--- config.mk ---
export PLATFORM = sky130hd
export DESIGN_NAME = bmp_stream_decoder
export DESIGN_NICKNAME = d
export VERILOG_FILES = /design/src/rtl/bmp_sd_pkg.sv /design/src/rtl/bmp_sd_core.sv /design/src/rtl/bmp_stream_decoder.sv
export SDC_FILE = /design/constraint.sdc
export NUM_CORES = 1
export LEC_CHECK = 0
export BUFFER_PORTS_ARGS = -buffer_cell sky130_fd_sc_hd__buf_2
export CAP_MARGIN = 20
export CORE_MARGIN = 2
export CORE_UTILIZATION = 60
export DETAILED_ROUTE_END_ITERATION = 10
export GPL_TIMING_DRIVEN = 0
export PLACE_DENSITY = 0.79
export SETUP_SLACK_MARGIN = 0.05
export SLEW_MARGIN = 20
export SYNTH_ARGS = -nofsm -noshare
export SYNTH_HDL_FRONTEND = slang
export SYNTH_SLANG_ARGS = --single-unit
export TNS_END_PERCENT = 100
--- constraint.sdc ---
create_clock -name i_clk -period 8.4 [get_ports i_clk]
set_clock_uncertainty 0.05 [all_clocks]
set_input_delay 0.42 -clock i_clk [delete_from_list [all_inputs] [get_ports i_clk]]
set_output_delay 0.42 -clock i_clk [all_outputs]
set_load 0.01 [all_outputs]
--- src/rtl/bmp_sd_pkg.sv ---
package bmp_sd_pkg;

    localparam int MAX_DIMENSION = 8192;
    localparam int DIM_LIMIT     = (MAX_DIMENSION < 8192) ? MAX_DIMENSION : 8192;

    localparam logic [1:0] KIND_PIXEL  = 2'd0;
    localparam logic [1:0] KIND_HEADER = 2'd1;
    localparam logic [1:0] KIND_ERROR  = 2'd2;

    localparam logic [1:0] STATUS_OK       = 2'd0;
    localparam logic [1:0] STATUS_BAD_SIG  = 2'd1;
    localparam logic [1:0] STATUS_BAD_HDR  = 2'd2;
    localparam logic [1:0] STATUS_BAD_SIZE = 2'd3;

    typedef struct packed {
        logic [1:0]  kind;
        logic [7:0]  red;
        logic [7:0]  green;
        logic [7:0]  blue;
        logic [12:0] column;
        logic [12:0] row;
        logic [13:0] image_width;
        logic [13:0] image_height;
        logic [1:0]  status;
        logic        last;
    } t_result;

endpackage

--- src/rtl/bmp_sd_core.sv ---
module bmp_sd_core (
    input  logic                 i_clk,
    input  logic                 i_rst_n,
    input  logic                 i_take,
    input  logic [7:0]           i_byte,
    input  logic                 i_sof,
    output logic                 o_res_valid,
    output bmp_sd_pkg::t_result  o_res
);
    import bmp_sd_pkg::*;

    localparam logic [2:0] PH_WAIT    = 3'd0;
    localparam logic [2:0] PH_FILEHDR = 3'd1;
    localparam logic [2:0] PH_HDRSIZE = 3'd2;
    localparam logic [2:0] PH_BODY    = 3'd3;
    localparam logic [2:0] PH_PIXELS  = 3'd4;

    localparam logic [1:0] HK_NONE = 2'd0;
    localparam logic [1:0] HK_12   = 2'd1;
    localparam logic [1:0] HK_16   = 2'd2;
    localparam logic [1:0] HK_40   = 2'd3;

    localparam logic [7:0] CH_A = 8'h41;
    localparam logic [7:0] CH_B = 8'h42;
    localparam logic [7:0] CH_C = 8'h43;
    localparam logic [7:0] CH_I = 8'h49;
    localparam logic [7:0] CH_M = 8'h4D;
    localparam logic [7:0] CH_P = 8'h50;
    localparam logic [7:0] CH_T = 8'h54;

    localparam logic [31:0] HDR_SIZE_12 = 32'd12;
    localparam logic [31:0] HDR_SIZE_16 = 32'd16;
    localparam logic [31:0] HDR_SIZE_40 = 32'd40;
    localparam logic [5:0]  FILEHDR_END = 6'd13;
    localparam logic [15:0] DEPTH_24    = 16'd24;

    function automatic logic sig_ok(input logic [7:0] a, input logic [7:0] b);
        return (a == CH_B && b == CH_M) || (a == CH_B && b == CH_A) ||
               (a == CH_C && b == CH_I) || (a == CH_C && b == CH_P) ||
               (a == CH_I && b == CH_C) || (a == CH_P && b == CH_T);
    endfunction

    // zero marks an unusable dimension
    function automatic logic [13:0] check_dim(input logic [31:0] v);
        if (v == 32'd0 || v > 32'(DIM_LIMIT)) begin
            return 14'd0;
        end
        return v[13:0];
    endfunction

    logic [2:0]  r_phase,  n_phase;
    logic [5:0]  r_count,  n_count;
    logic [1:0]  r_hkind,  n_hkind;
    logic [31:0] r_shift,  n_shift;
    logic [13:0] r_width,  n_width;
    logic [13:0] r_height, n_height;
    logic [15:0] r_depth,  n_depth;
    logic [12:0] r_col,    n_col;
    logic [12:0] r_row,    n_row;
    logic [15:0] r_pix,    n_pix;
    logic [1:0]  r_bip,    n_bip;
    logic [1:0]  r_pad,    n_pad;

    always_comb begin
        logic        v_clear;
        logic [5:0]  v_body_len;
        logic [2:0]  v_len;
        logic [1:0]  v_idx;
        logic [1:0]  v_fid;
        logic [31:0] v_shift;
        logic [13:0] v_top;
        logic        v_last;

        n_phase  = r_phase;
        n_count  = r_count;
        n_hkind  = r_hkind;
        n_shift  = r_shift;
        n_width  = r_width;
        n_height = r_height;
        n_depth  = r_depth;
        n_col    = r_col;
        n_row    = r_row;
        n_pix    = r_pix;
        n_bip    = r_bip;
        n_pad    = r_pad;
        o_res_valid = 1'b0;
        o_res    = '0;
        v_clear  = 1'b0;
        v_body_len = 6'd8;
        v_len    = 3'd0;
        v_idx    = 2'd0;
        v_fid    = 2'd0;
        v_shift  = r_shift;
        v_top    = 14'd0;
        v_last   = 1'b0;

        if (i_take && !i_sof) begin
            case (r_phase)
                PH_FILEHDR: begin
                    if (r_count == 6'd1 && !sig_ok(r_shift[7:0], i_byte)) begin
                        v_clear = 1'b1;
                        o_res_valid = 1'b1;
                        o_res.kind = KIND_ERROR;
                        o_res.status = STATUS_BAD_SIG;
                        o_res.last = 1'b1;
                    end else if (r_count >= FILEHDR_END) begin
                        n_phase = PH_HDRSIZE;
                        n_count = 6'd0;
                        n_shift = 32'd0;
                    end else begin
                        n_count = r_count + 6'd1;
                    end
                end
                PH_HDRSIZE: begin
                    v_shift = r_shift | ({24'd0, i_byte} << {r_count[1:0], 3'b000});
                    n_shift = v_shift;
                    if (r_count[1:0] == 2'd3) begin
                        n_phase = PH_BODY;
                        n_count = 6'd0;
                        n_shift = 32'd0;
                        if (v_shift == HDR_SIZE_12) begin
                            n_hkind = HK_12;
                        end else if (v_shift == HDR_SIZE_16) begin
                            n_hkind = HK_16;
                        end else if (v_shift == HDR_SIZE_40) begin
                            n_hkind = HK_40;
                        end else begin
                            v_clear = 1'b1;
                            o_res_valid = 1'b1;
                            o_res.kind = KIND_ERROR;
                            o_res.status = STATUS_BAD_HDR;
                            o_res.last = 1'b1;
                        end
                    end else begin
                        n_count = r_count + 6'd1;
                    end
                end
                PH_BODY: begin
                    // 16-byte form carries 24 skipped bytes after its fields
                    v_body_len = (r_hkind == HK_40) ? 6'd36 :
                                 (r_hkind == HK_16) ? 6'd32 : 6'd8;
                    if (r_hkind == HK_40) begin
                        if (r_count < 6'd8) begin
                            v_len = 3'd4;
                            v_idx = r_count[1:0];
                            v_fid = {1'b0, r_count[2]};
                        end else if (r_count < 6'd12) begin
                            v_len = 3'd2;
                            v_idx = {1'b0, r_count[0]};
                            v_fid = {1'b1, r_count[1]};
                        end
                    end else if (r_count < 6'd8) begin
                        v_len = 3'd2;
                        v_idx = {1'b0, r_count[0]};
                        v_fid = r_count[2:1];
                    end
                    if (v_len != 3'd0) begin
                        if (v_idx == 2'd0) begin
                            v_shift = {24'd0, i_byte};
                        end else begin
                            v_shift = r_shift | ({24'd0, i_byte} << {v_idx, 3'b000});
                        end
                        n_shift = v_shift;
                        if ({1'b0, v_idx} == v_len - 3'd1) begin
                            case (v_fid)
                                2'd0:    n_width  = check_dim(v_shift);
                                2'd1:    n_height = check_dim(v_shift);
                                2'd3:    n_depth  = v_shift[15:0];
                                default: ;
                            endcase
                        end
                    end
                    if ({1'b0, r_count} + 7'd1 >= {1'b0, v_body_len}) begin
                        if (n_depth != DEPTH_24 || n_width == 14'd0 || n_height == 14'd0) begin
                            v_clear = 1'b1;
                            o_res_valid = 1'b1;
                            o_res.kind = KIND_ERROR;
                            o_res.status = STATUS_BAD_SIZE;
                            o_res.last = 1'b1;
                        end else begin
                            n_phase = PH_PIXELS;
                            n_count = 6'd0;
                            n_shift = 32'd0;
                            o_res_valid = 1'b1;
                            o_res.kind = KIND_HEADER;
                            o_res.image_width = n_width;
                            o_res.image_height = n_height;
                        end
                    end else begin
                        n_count = r_count + 6'd1;
                    end
                end
                PH_PIXELS: begin
                    if (r_pad != 2'd0) begin
                        n_pad = r_pad - 2'd1;
                    end else if (r_bip == 2'd0) begin
                        n_pix = {8'd0, i_byte};
                        n_bip = 2'd1;
                    end else if (r_bip == 2'd1) begin
                        n_pix = {i_byte, r_pix[7:0]};
                        n_bip = 2'd2;
                    end else begin
                        n_bip = 2'd0;
                        // rows arrive bottom-up
                        v_top = r_height - 14'd1 - {1'b0, r_row};
                        if ({1'b0, r_col} + 14'd1 >= r_width) begin
                            n_col = 13'd0;
                            n_pad = r_width[1:0];
                            if ({1'b0, r_row} + 14'd1 >= r_height) begin
                                v_last = 1'b1;
                            end else begin
                                n_row = r_row + 13'd1;
                            end
                        end else begin
                            n_col = r_col + 13'd1;
                        end
                        o_res_valid = 1'b1;
                        o_res.kind = KIND_PIXEL;
                        o_res.red = i_byte;
                        o_res.green = r_pix[15:8];
                        o_res.blue = r_pix[7:0];
                        o_res.column = r_col;
                        o_res.row = v_top[12:0];
                        o_res.last = v_last;
                        v_clear = v_last;
                    end
                end
                default: ;
            endcase
        end

        if (v_clear || (i_take && i_sof)) begin
            n_phase  = PH_WAIT;
            n_count  = 6'd0;
            n_hkind  = HK_NONE;
            n_shift  = 32'd0;
            n_width  = 14'd0;
            n_height = 14'd0;
            n_depth  = 16'd0;
            n_col    = 13'd0;
            n_row    = 13'd0;
            n_pix    = 16'd0;
            n_bip    = 2'd0;
            n_pad    = 2'd0;
        end
        if (i_take && i_sof) begin
            n_phase = PH_FILEHDR;
            n_shift = {24'd0, i_byte};
            n_count = 6'd1;
        end
    end

    always_ff @(posedge i_clk) begin
        if (!i_rst_n) begin
            r_phase  <= PH_WAIT;
            r_count  <= 6'd0;
            r_hkind  <= HK_NONE;
            r_shift  <= 32'd0;
            r_width  <= 14'd0;
            r_height <= 14'd0;
            r_depth  <= 16'd0;
            r_col    <= 13'd0;
            r_row    <= 13'd0;
            r_pix    <= 16'd0;
            r_bip    <= 2'd0;
            r_pad    <= 2'd0;
        end else begin
            r_phase  <= n_phase;
            r_count  <= n_count;
            r_hkind  <= n_hkind;
            r_shift  <= n_shift;
            r_width  <= n_width;
            r_height <= n_height;
            r_depth  <= n_depth;
            r_col    <= n_col;
            r_row    <= n_row;
            r_pix    <= n_pix;
            r_bip    <= n_bip;
            r_pad    <= n_pad;
        end
    end

endmodule

--- src/rtl/bmp_stream_decoder.sv ---
// output: a result is written into the output queue at the edge its byte is
// accepted and shows on the output ports once it reaches the head of the queue
// throughput: one byte per cycle; the two-entry result queue stalls input only when full
// reset: synchronous, active low; parser returns to waiting for a start byte,
// queue is emptied
module bmp_stream_decoder (
    input  logic        i_clk,
    input  logic        i_rst_n,
    input  logic        i_in_valid,
    output logic        o_in_stall,
    input  logic [7:0]  i_data_byte,
    input  logic        i_start_of_file,
    output logic        o_out_valid,
    input  logic        i_out_stall,
    output logic [1:0]  o_kind,
    output logic [7:0]  o_red,
    output logic [7:0]  o_green,
    output logic [7:0]  o_blue,
    output logic [12:0] o_column,
    output logic [12:0] o_row,
    output logic [13:0] o_image_width,
    output logic [13:0] o_image_height,
    output logic [1:0]  o_status,
    output logic        o_last
);
    import bmp_sd_pkg::*;

    logic    take;
    logic    res_valid;
    t_result res;
    logic    push;
    logic    pop;
    t_result head;

    t_result    r_queue [2];
    logic       r_wr_ptr;
    logic       r_rd_ptr;
    logic [1:0] r_count;

    assign o_in_stall = (r_count == 2'd2);
    assign take = i_in_valid && !o_in_stall;

    bmp_sd_core u_core (
        .i_clk       (i_clk),
        .i_rst_n     (i_rst_n),
        .i_take      (take),
        .i_byte      (i_data_byte),
        .i_sof       (i_start_of_file),
        .o_res_valid (res_valid),
        .o_res       (res)
    );

    assign push = take && res_valid;
    assign pop  = o_out_valid && !i_out_stall;

    always_ff @(posedge i_clk) begin
        if (push) begin
            r_queue[r_wr_ptr] <= res;
        end
    end

    always_ff @(posedge i_clk) begin
        if (!i_rst_n) begin
            r_wr_ptr <= 1'b0;
            r_rd_ptr <= 1'b0;
            r_count  <= 2'd0;
        end else begin
            if (push) begin
                r_wr_ptr <= !r_wr_ptr;
            end
            if (pop) begin
                r_rd_ptr <= !r_rd_ptr;
            end
            case ({push, pop})
                2'b10:   r_count <= r_count + 2'd1;
                2'b01:   r_count <= r_count - 2'd1;
                default: r_count <= r_count;
            endcase
        end
    end

    assign head           = r_queue[r_rd_ptr];
    assign o_out_valid    = (r_count != 2'd0);
    assign o_kind         = head.kind;
    assign o_red          = head.red;
    assign o_green        = head.green;
    assign o_blue         = head.blue;
    assign o_column       = head.column;
    assign o_row          = head.row;
    assign o_image_width  = head.image_width;
    assign o_image_height = head.image_height;
    assign o_status       = head.status;
    assign o_last         = head.last;

    a_count_drop: assert property (@(posedge i_clk) disable iff (!i_rst_n)
        (pop && !push) |=> (r_count == $past(r_count) - 2'd1))
        else $error("result queue count did not drop on pop");

    a_error_last: assert property (@(posedge i_clk) disable iff (!i_rst_n)
        (o_out_valid && o_kind == KIND_ERROR) |-> (o_last && o_status != STATUS_OK))
        else $error("error result without last or status");

    a_header_dims: assert property (@(posedge i_clk) disable iff (!i_rst_n)
        (o_out_valid && o_kind == KIND_HEADER) |->
        (o_image_width != 14'd0 && o_image_height != 14'd0 && !o_last))
        else $error("header result with zero dimension");

    a_pixel_clean: assert property (@(posedge i_clk) disable iff (!i_rst_n)
        (o_out_valid && o_kind == KIND_PIXEL) |->
        (o_status == STATUS_OK && o_image_width == 14'd0 && o_image_height == 14'd0))
        else $error("pixel result carries header or status bits");

endmodule

; After elaboration in Yosys (flattened, before gate mapping)
; Memory sizes are Yosys's and may differ from the RTL's. A register that Yosys moved wholly into a read port is not among the register bits.
; Cells that the tools add are included.
[totals]
reg_bits = 137
mem_bits_rw = 166
inputBits = 13
out_inout_bits = 85
elab_cells = 292
mem_count = 1
[memory_table]
columns = memory, depth, word_bits, read_ports, rd_clocked_by_memory_dff, write_ports, line_no
row1 = r_queue, 2, 83, 1, 1, 1, bmp_stream_decoder.sv:35  ; t_result r_queue [2];
[classes]
add_sub_neg = 12
n_lt_le_gt_ge = 7
n_eq_ne = 43
shift = 2
n_mux = 142
n_bitwise = 7
reduce_logical = 59
[op_table]
columns = operator, n
row1 = 2-to-1 mux 32 bit, 10
row2 = 2-to-1 mux 14 bit, 13
row3 = 2-to-1 mux 16 bit, 7
row4 = 2-to-1 mux 52 bit, 2
row5 = 2-to-1 mux 50 bit, 2
row6 = one-hot mux 32 bit (3 select lines), 1
row7 = 2-to-1 mux 83 bit, 1
row8 = "equality test 8 x 7 -> 1 bit, second input constant", 10
row9 = OR 32 bit, 2
row10 = << shifter 8 x 5 -> 32 bit, 2
row11 = 2-to-1 mux 2 bit, 29
row12 = 2-to-1 mux 28 bit, 2
row13 = 2-to-1 mux 3 bit, 14
row14 = 2-to-1 mux 6 bit, 7
row15 = 2-to-1 mux 1 bit, 41
row16 = "equality test 32 x 4 -> 1 bit, second input constant", 1
row17 = "equality test 32 x 5 -> 1 bit, second input constant", 1
row18 = "equality test 32 x 6 -> 1 bit, second input constant", 1
row19 = "> comparator 32 x 14 -> 1 bit, second input constant", 1
row20 = logical NOT 32 bit, 1
row21 = 2-to-1 mux 31 bit, 1
row22 = "adder 13 x 1 -> 14 bit, second input constant", 2
row23 = >= comparator 14 bit, 2
row24 = logical NOT 14 bit, 2
row25 = other kinds (48), 117

; Logic depth before layout (Yosys ltp)
; Gate-level depths: netlist of run 1.
[logic_depth]
depth_word = 36
mapped_depth = 19
ltp_nobuf = 19

; By module
; From an unflattened synthesis of run 1, not the netlist that was laid out.
[hier_totals]
cells_unflattened = 1665
area_unflattened_um2 = 15949.0
[by_module_without_submodules]
columns = mod, instances, cells_each, area_each_um2, seq_area_each_um2
row1 = bmp_sd_core, 1, 1379, 9723.1, 2662.6
row2 = bmp_stream_decoder, 1, 286, 6226.0, 5084.9

; Worst setup path before layout of run 1
; No wires, ideal clock.
[synth_timing]
path_type = reg-to-reg
from = register u_core.r_count[0]
to = memory r_queue[0][0] (netlist bit), enable pin
setup_ns = 0.526
t_arrival_ns = 5.826
required_time_ns = 7.824
slack_ns = 1.998
stages_incl_launch_ff = 13
n_path_buf = 2
synth_period_minus_slack_ns = 6.402
path_cell_list = dfxtp_1 > clkbuf_1 > buf_1 > nand3_1 > nor2_1 > xor2_1 > ha_1 > mux2_2 > a221oi_1 > inv_1 > nand3_1 > a32o_1 > nor2_1
[synth_between]
elab_chain_cells = 12
word_cells_on_any_way = 21
cone_classes = add/sub (1) / order compare (1) / eq/ne (5) / shift (1) / mux (10) / bitwise (1) / reduce/logical (2)
[synth_lines]
columns = item, line_no
row1 = "start, declared", bmp_sd_core.sv:52  ; logic [5:0] r_count, n_count;
row2 = "start signal, assigned", bmp_sd_core.sv:269  ; r_count <= n_count;
row3 = << shifter 8 x 5 -> 32 bit, bmp_sd_core.sv:115  ; v_shift = r_shift | ({24'd0, i_byte} << {r_count[1:0], 3'b000});
row4 = OR 32 bit, bmp_sd_core.sv:115
row5 = equality test 32 x 6 -> 1 bit, bmp_sd_core.sv:125  ; end else if (v_shift == HDR_SIZE_40) begin
row6 = 2-to-1 mux 1 bit, bmp_sd_core.sv:125
row7 = 2-to-1 mux 1 bit, bmp_sd_core.sv:123  ; end else if (v_shift == HDR_SIZE_16) begin
row8 = 2-to-1 mux 1 bit, bmp_sd_core.sv:121  ; if (v_shift == HDR_SIZE_12) begin
row9 = 2-to-1 mux 1 bit, bmp_sd_core.sv:117  ; if (r_count[1:0] == 2'd3) begin
row10 = one-hot mux 1 bit (4 select lines) (*), bmp_sd_core.sv:98  ; case (r_phase)
row11 = 2-to-1 mux 1 bit (*), bmp_sd_core.sv:97  ; if (i_take && !i_sof) begin
row12 = logical AND 1 bit (*), bmp_stream_decoder.sv:53  ; assign push = take && res_valid;
row13 = 2-to-1 mux 1 bit (*), bmp_stream_decoder.sv:57  ; if (push) begin
row14 = 2-to-1 mux 1 bit (implied by the code) (*), bmp_stream_decoder.sv:58  ; r_queue[r_wr_ptr] <= res;
row15 = "end, declared", bmp_stream_decoder.sv:35
; Mark *: on every way between the ends. The rest lies on a longest branch, timed or not.

; Worst setup path after layout of run 1
[layout_timing]
from = register u_core.r_row[1]
to = register u_core.r_pix[9]
[layout_between]
elab_chain_cells = 11
[layout_lines]
columns = item, line_no
row1 = "start, declared", bmp_sd_core.sv:59  ; logic [12:0] r_row, n_row;
row2 = "start signal, assigned", bmp_sd_core.sv:276  ; r_row <= n_row;
row3 = adder 13 x 1 -> 14 bit, bmp_sd_core.sv:209  ; if ({1'b0, r_row} + 14'd1 >= r_height) begin
row4 = >= comparator 14 bit, bmp_sd_core.sv:209
row5 = 2-to-1 mux 1 bit, bmp_sd_core.sv:209
row6 = 2-to-1 mux 1 bit, bmp_sd_core.sv:206  ; if ({1'b0, r_col} + 14'd1 >= r_width) begin
row7 = 2-to-1 mux 1 bit, bmp_sd_core.sv:199  ; end else if (r_bip == 2'd1) begin
row8 = 2-to-1 mux 1 bit, bmp_sd_core.sv:196  ; end else if (r_bip == 2'd0) begin
row9 = 2-to-1 mux 1 bit, bmp_sd_core.sv:194  ; if (r_pad != 2'd0) begin
row10 = one-hot mux 1 bit (4 select lines), bmp_sd_core.sv:98
row11 = 2-to-1 mux 1 bit, bmp_sd_core.sv:97
row12 = logical OR 1 bit, bmp_sd_core.sv:232  ; if (v_clear || (i_take && i_sof)) begin
row13 = OR reduction 2 bit (no source line), -
row14 = "end signal, assigned", bmp_sd_core.sv:277  ; r_pix <= n_pix;
row15 = "end, declared", bmp_sd_core.sv:60  ; logic [15:0] r_pix, n_pix;
; Every way passes these cells.
; A chain may end at the register's enable or synchronous reset.

==> results.ini, run 1 <==
[route]
wirelength_mm = 44.5
via_count = 13300
drc = 0
drtPass1Iterations = 6
post_drt_wl_per_cell_um = 21.1
antenna_left = 0
first_iter_violations = 1551
vias_per_cell = 6.27

[placed_design]
place_ws_ns = 2.78
post-dp-hpwl_mm = 32.5
gp_congestion = 1.03
post_dp_cell_area_sq_um = 16800
placed_cells = 2055
io_buffers = 93

[job]
drv_cap = 0

[sta]
max_freq_mhz = 188
worst_slew_pin_slew_ns = 1.06
setup_tns_ns = 0
worst_slack_ns = 3.09
maxSlewViolCount = 0
finalSetupViolCount = 0
holdWs_ns = 0.230
fin_crit_ns = 5.31
hold_violations = 0
slew_headroom = 0.292
period_share = 0.632
rsz0062_at_grt = false

[power]
power.leakage_nw = 6.03
vdd_drop_max_mv = 0.196
p_sw_mw = 0.718
power.density_nw_per_um2 = 174
clkPwrFrac = 0.439
power_mw = 3.09
p_int_mw = 2.38
p_sw_frac = 0.232
pwr-share-seq = 0.504
comb_power_share = 0.057

[worst_setup_path]
r2r-start = u_core.r_row[1]$_SDFFE_PP0P_
cp-end-kind = register
cp_slowest_cell = o31ai_4
arrival_ns = 5.76
cp-start-kind = register
crit_chain = ha_1 > nand3_1 > nor3_1 > and3_1 > and3_1 > nand3_1 > xnor2_1 > ha_1 > a21oi_1 > o21ai_0 > a221oi_1 > clkbuf_2 > o21ai_0 > o31ai_4 > nand3_4 > buf_2 > buf_2 > a21oi_1
crit_fanout = 10
critPathTopFamily = compound AO/OA/AOI/OAI gates
cp.depth = 18
crit_path_max_incr_delay_ns = 0.49
r2r_cells = 18
startpoint = u_core.r_row[1]$_SDFFE_PP0P_
worstSetupPathType = register to register
required_ns = 8.86
worst-path-buf-inv = 3

[clock_network]
cts_hold_buf = 0
cts-root-buf = clkbuf_16
htreeDepth = 1
post_cts_buffers = 0
clk_latency_ns = 0.58
cts_buffers = 31
path_clk_slew_ns = 0.06
clk_path_buf_depth = 3
cts_sinks = 304
ctsResizeCount = 0
cts_tree = built

[synth]
ys_types = 84
synth_edf_count = 166
seq_area_frac_synth = 0.493
ys_ff_latch = 304
async_reset_ff_frac = 0
synth.area.mux_share = 0.0669
synth_compound_area_frac = 0.145
synthSimpleGateAreaFrac = 0.185
synth_xor_area_frac = 0.0268
yosysWarnings = 0
synth_fa_ha_area_frac = 0.0419
syn-cell-area_sq_um = 15700
avgSynthCellArea_sq_um = 9.69
synth_top_family_by_area = simple AND/OR/NAND/NOR gates
synth_fp_nets = 1686
synth_flop_cell = edfxtp_1
syn_inst = 1621

[worst_hold_path]
holdCritPathClass = input port to register
whs_path_depth = 4
hp-start = i_out_stall

[die]
io_pins = 98
initial_core_util = 0.606
die_h_um = 166
die-area_sq_um = 27500
floorplan.core_area_sq_um = 25900
die_width_um = 166
row_count = 59

[finish]
fin_nets = 1819
mostFrequentLayoutCell = nand2_1
drive_above_1_share = 0.158
area_growth_pct = 13.2
fin_util = 0.686
finalInstanceArea_sq_um = 17800
antenna_cells = 0
layout_common_cells = 208 x nand2_1, 166 x edfxtp_1, 154 x nor2_1
fin_cells = 2114

[global_route]
grt_pass1_wl_mm = 69.3
grt_pass1_vias = 12800
grtUsageTotal = 0.313
grt_overflow = 0
grt_max_degree = 26
antenna_found_initial = 0

[status]
status = complete, no violations

==> tightest hold or removal path, delay by kind of cell <==
family	cells	cell delay, ns
XOR/XNOR	1	0.14
buffers and inverters	1	0.08
AND/OR/NAND/NOR	2	0.18
==> sequential cells by signal, indices dropped and copies added (netlist names), 3 cells and up, named ones only <==
signal and count:
u_core.r_pix 16, r_queue 166, u_core.r_shift 32, u_core.r_phase 3
u_core.r_col 13, u_core.r_width 14, u_core.r_count 6, u_core.r_row 13
u_core.r_height 14, u_core.r_depth 16
==> synth_stat cells (all sizes together) (40+ instances only) <==
cell / instances / area share
edfxtp: 166 / 0.32
clkbuf: 75 / 0.018
nor2: 159 / 0.039
ha: 51 / 0.041
o21ai: 52 / 0.017
and3: 47 / 0.019
nand2: 209 / 0.050
nand3: 42 / 0.014
inv: 67 / 0.016
mux2: 85 / 0.061
nor3: 40 / 0.013
a21oi: 147 / 0.049
dfxtp: 138 / 0.18
==> power by group through the flow <==
stage,Sequential (mW),Combinational [mW],Clock [mW]
2_1_floorplan,1.59,0.109,0
3_3_place_gp,1.59,0.168,0
3_5_place_dp,1.59,0.167,0
4_1_cts,1.56,0.169,1.37
5_1_grt,1.56,0.183,1.43
6_report,1.56,0.176,1.36
==> cells by family after synthesis <==
logic type               count (synthesis)
flip-flops                             304
multiplexers                            94
buffers and inverters                  167
AND/OR/NAND/NOR                        610
adder cells (fa/ha/maj)                 52
XOR/XNOR                                48
AO/OA/AOI/OAI                          346
==> path summary, 6_finish.rpt <==
kind	end	slack [ns]
max	u_core.r_pix[9]$_SDFFE_PP0P_	3.09
min	register	0.23
max reg2reg	u_core.r_pix[9]$_SDFFE_PP0P_	3.09
min reg2reg	u_core.r_pix[10]$_SDFFE_PP0P_	0.40
==> layout make-up <==
type,instances,area [sq um]
Fill cell,2017,8130
Sequential cell,304,7750
Multi-Input combinational cell,1150,7320
Clock buffer,49,946
Timing Repair Buffer,100,621
Tap cell,335,419
Buffer,98,395
Inverter,69,259
Clock inverter,9,68.8
==> per-layer routing <==
layer	track usage	wire length [um]
met5	0	0
met4	0.180	2980
met3	0.0500	3920
met2	0.503	20200
met1	0.405	17400
Note: power is estimated with default switching activity, not from simulation.
==> run 2: changes to the inputs <==
--- a/config.mk
+++ b/config.mk
@@ -8,10 +8,10 @@
 export BUFFER_PORTS_ARGS = -buffer_cell sky130_fd_sc_hd__buf_2
 export CAP_MARGIN = 20
 export CORE_MARGIN = 2
-export CORE_UTILIZATION = 60
+export CORE_UTILIZATION = 55
 export DETAILED_ROUTE_END_ITERATION = 10
 export GPL_TIMING_DRIVEN = 0
-export PLACE_DENSITY = 0.79
+export PLACE_DENSITY = 0.76
 export SETUP_SLACK_MARGIN = 0.05
 export SLEW_MARGIN = 20
 export SYNTH_ARGS = -nofsm -noshare
==> constraint.sdc (replaced) <==
create_clock -name i_clk -period 4.65 [get_ports i_clk]
set_clock_uncertainty 0.05 [all_clocks]
set_input_delay 0.2325 -clock i_clk [delete_from_list [all_inputs] [get_ports i_clk]]
set_output_delay 0.2325 -clock i_clk [all_outputs]
set_load 0.01 [all_outputs]
==> results.ini, run 2 (synthesis gave the netlist of run 1 again) <==
[placed_design]
gp_congestion = 0.993  ; was 1.03
io_buffers = 93  ; unchanged
post-dp-hpwl_mm = 32.3  ; was 32.5 mm
place_ws_ns = -0.722  ; was 2.78 ns

[worst_setup_path]
worstSetupPathType = register to register  ; unchanged
required_ns = 5.04  ; was 8.86 ns
r2r_cells = 17  ; was 18
timing.rr.end = u_core.r_pix[8]$_SDFFE_PP0P_  ; was u_core.r_pix[9]$_SDFFE_PP0P_
cp-start-kind = register  ; unchanged
cp-end-kind = register  ; unchanged
arrival_ns = 4.88  ; was 5.76 ns
r2r_slack_ns = 0.15  ; was 3.09 ns
r2r-start = u_core.r_row[2]$_SDFFE_PP0P_  ; was u_core.r_row[1]$_SDFFE_PP0P_
crit_fanout = 10  ; unchanged

[power]
p_sw_frac = 0.223  ; was 0.232
power.leakage_nw = 6.24  ; was 6.03 nW
p_int_mw = 4.57  ; was 2.38 mW
vdd_drop_max_mv = 0.238  ; was 0.196 mV
p_sw_mw = 1.31  ; was 0.718 mW
pwr-share-seq = 0.479  ; was 0.504
clkPwrFrac = 0.467  ; was 0.439
comb_power_share = 0.054  ; was 0.057
power.density_nw_per_um2 = 325  ; was 174 nW/um^2

[clock_network]
cts_buffers = 34  ; was 31
clk_path_buf_depth = 3  ; unchanged
cts_hold_buf = 0  ; unchanged
cts_tree = built  ; unchanged
htreeDepth = 2  ; was 1
path_clk_slew_ns = 0.06  ; about the same
cts-root-buf = clkbuf_16  ; unchanged
clk_latency_ns = 0.52  ; was 0.58 ns
cts_sinks = 304  ; unchanged

[sta]
rsz0062_at_grt = false  ; unchanged
maxSlewViolCount = 0  ; unchanged
hold_violations = 0  ; unchanged
worst_slew_pin_slew_ns = 0.974  ; was 1.06 ns
period_share = 0.967  ; was 0.632
slew_headroom = 0.346  ; was 0.292
fin_crit_ns = 4.50  ; was 5.31 ns
finalSetupViolCount = 0  ; unchanged
max_freq_mhz = 222  ; was 188 MHz
worst_slack_ns = 0.153  ; was 3.09 ns
holdWs_ns = 0.115  ; was 0.230 ns

[job]
drv_cap = 0  ; unchanged

[route]
wirelength_mm = 44.4  ; was 44.5 mm
drc = 0  ; unchanged
first_iter_violations = 1306  ; was 1551
post_drt_wl_per_cell_um = 20.5  ; was 21.1 um
via_count = 13300  ; about the same
drtPass1Iterations = 6  ; unchanged
antenna_left = 0  ; unchanged
vias_per_cell = 6.13  ; was 6.27

[finish]
top_register = r_queue  ; unchanged
antenna_cells = 0  ; unchanged
layout_common_cells = 208 x nand2_1, 166 x edfxtp_1, 151 x nor2_1  ; was 208 x nand2_1, 166 x edfxtp_1, 154 x nor2_1
fin_nets = 1829  ; was 1819
multi_input_area_sq_um = 7410  ; was 7320 sq um
area_growth_pct = 15.3  ; was 13.2%
mostFrequentLayoutCell = nand2_1  ; unchanged
largest_reg_flops = 166  ; unchanged
reg_top3 = r_queue: 166 flops, u_core.r_shift: 32 flops  ; unchanged
fillers = 2304  ; was 2017
regArea_sq_um = 7750  ; about the same
drive_above_1_share = 0.178  ; was 0.158

[global_route]
grt_pass1_vias = 12600  ; was 12800
grt_overflow = 0  ; unchanged
antenna_found_initial = 0  ; unchanged
grt_max_degree = 27  ; was 26
grtUsageTotal = 0.289  ; was 0.313
grt_pass1_wl_mm = 68.8  ; was 69.3 mm

[worst_hold_path]
holdCritPathClass = input port to register  ; unchanged
holdPathEnd = r_rd_ptr$_SDFFE_PN0P_
hp-start = i_out_stall  ; unchanged
whs_path_depth = 4  ; unchanged

[die]
die_h_um = 173  ; was 166 um
initial_core_util = 0.562  ; was 0.606
floorplan.core_area_sq_um = 27900  ; was 25900 sq um
row_count = 61  ; was 59
die-area_sq_um = 29900  ; was 27500 sq um
die_width_um = 173  ; was 166 um
io_pins = 98  ; unchanged

[status]
status = complete, no violations  ; unchanged

==> run 2: cell types whose count changed in the layout (fill, tap and decap cells not counted), sizes merged <==
cell,previous run,this run
bufinv,0,5
buf,122,129
a21oi,147,148
clkinvlp,3,4
clkbuf,125,114
clkinv,6,13
==> run 2: what timing repair did <==
item                       CTS  global route
hold endpoints to repair     0             0
pin swaps                    3             3
gates resized for setup     12            25
cloned                       0             1
setup endpoints to repair  192           286
buffers inserted             3             3
==> run 2: worst max path at each step <==
stage	to	slack (ns)	cells after the start	startpoint
after detailed placement	u_core.r_pix[8]$_SDFFE_PP0P_	-0.72	18	u_core.r_row[1]$_SDFFE_PP0P_
after floorplan	r_queue[0][0]$_DFFE_PP_	-0.35	12	u_core.r_count[0]$_SDFFE_PN0P_
final	u_core.r_pix[8]$_SDFFE_PP0P_	0.15	17	u_core.r_row[2]$_SDFFE_PP0P_
after global routing	u_core.r_col[7]$_SDFFE_PP0P_	0.02	18	u_core.r_col[0]$_SDFFE_PP0P_
after global placement	r_queue[0][69]$_DFFE_PP_	-2.33	12	u_core.r_count[1]$_SDFFE_PP0P_
after CTS	u_core.r_pix[8]$_SDFFE_PP0P_	0.05	19	u_core.r_col[0]$_SDFFE_PP0P_
==> run 2: layer usage <==
layer,GRT usage,part of all wire,up-vias
li1,-,-,6192
met1,0.371,0.40,6285
met2,0.469,0.47,644
met3,0.0576,0.082,155
met4,0.142,0.054,0
met5,0,0,-
==> run 2: layout make-up <==
cell class                 instances  area share
sequential                       304       0.428
multi-input combinational       1151       0.409
clock buffer                      39      0.0497
timing repair buffer             107      0.0363
tap                              378      0.0261
buffer                            97      0.0225
inverter                          69      0.0143
clock inverter                    22      0.0137
==> run 2: critical path, cell delays in order (launching register included) <==
cell      delay, ns
dfxtp_1        0.42
nand3_1        0.18
nor3_1         0.34
nand2_1        0.19
nor4_1         0.38
xnor2_1        0.20
ha_1           0.28
a21o_1         0.16
a21oi_1        0.15
o21ai_0        0.15
a221oi_2       0.32
buf_4          0.22
o21ai_2        0.14
o31ai_4        0.33
nand3_4        0.23
buf_6          0.25
buf_2          0.26
a21oi_1        0.17
==> run 2: per-stage QoR <==
stage | TNS [ns] | std cells | util | power, mW | instance area [sq um]
2_1_floorplan | -57.24 | 1621 | - | 3.07 | 15700
3_3_place_gp | -521.28 | 2092 | 0.596 | 3.18 | 16700
3_5_place_dp | -77.93 | 2099 | 0.601 | 3.18 | 16800
6_report | 0 | 2167 | 0.648 | 5.89 | 18100
5_1_grt | 0 | 2167 | 0.648 | 6.05 | 18100
4_1_cts | 0 | 2163 | 0.645 | 5.90 | 18000
==> run 2: power by group through the flow <==
stage                     Clock [mW]  Sequential, mW  Combinational [mW]
final                           2.75            2.82               0.319
after global routing            2.89            2.82               0.337
after CTS                       2.78            2.82               0.304
after detailed placement           0            2.88               0.301
after global placement             0            2.88               0.301
after floorplan                    0            2.87               0.196
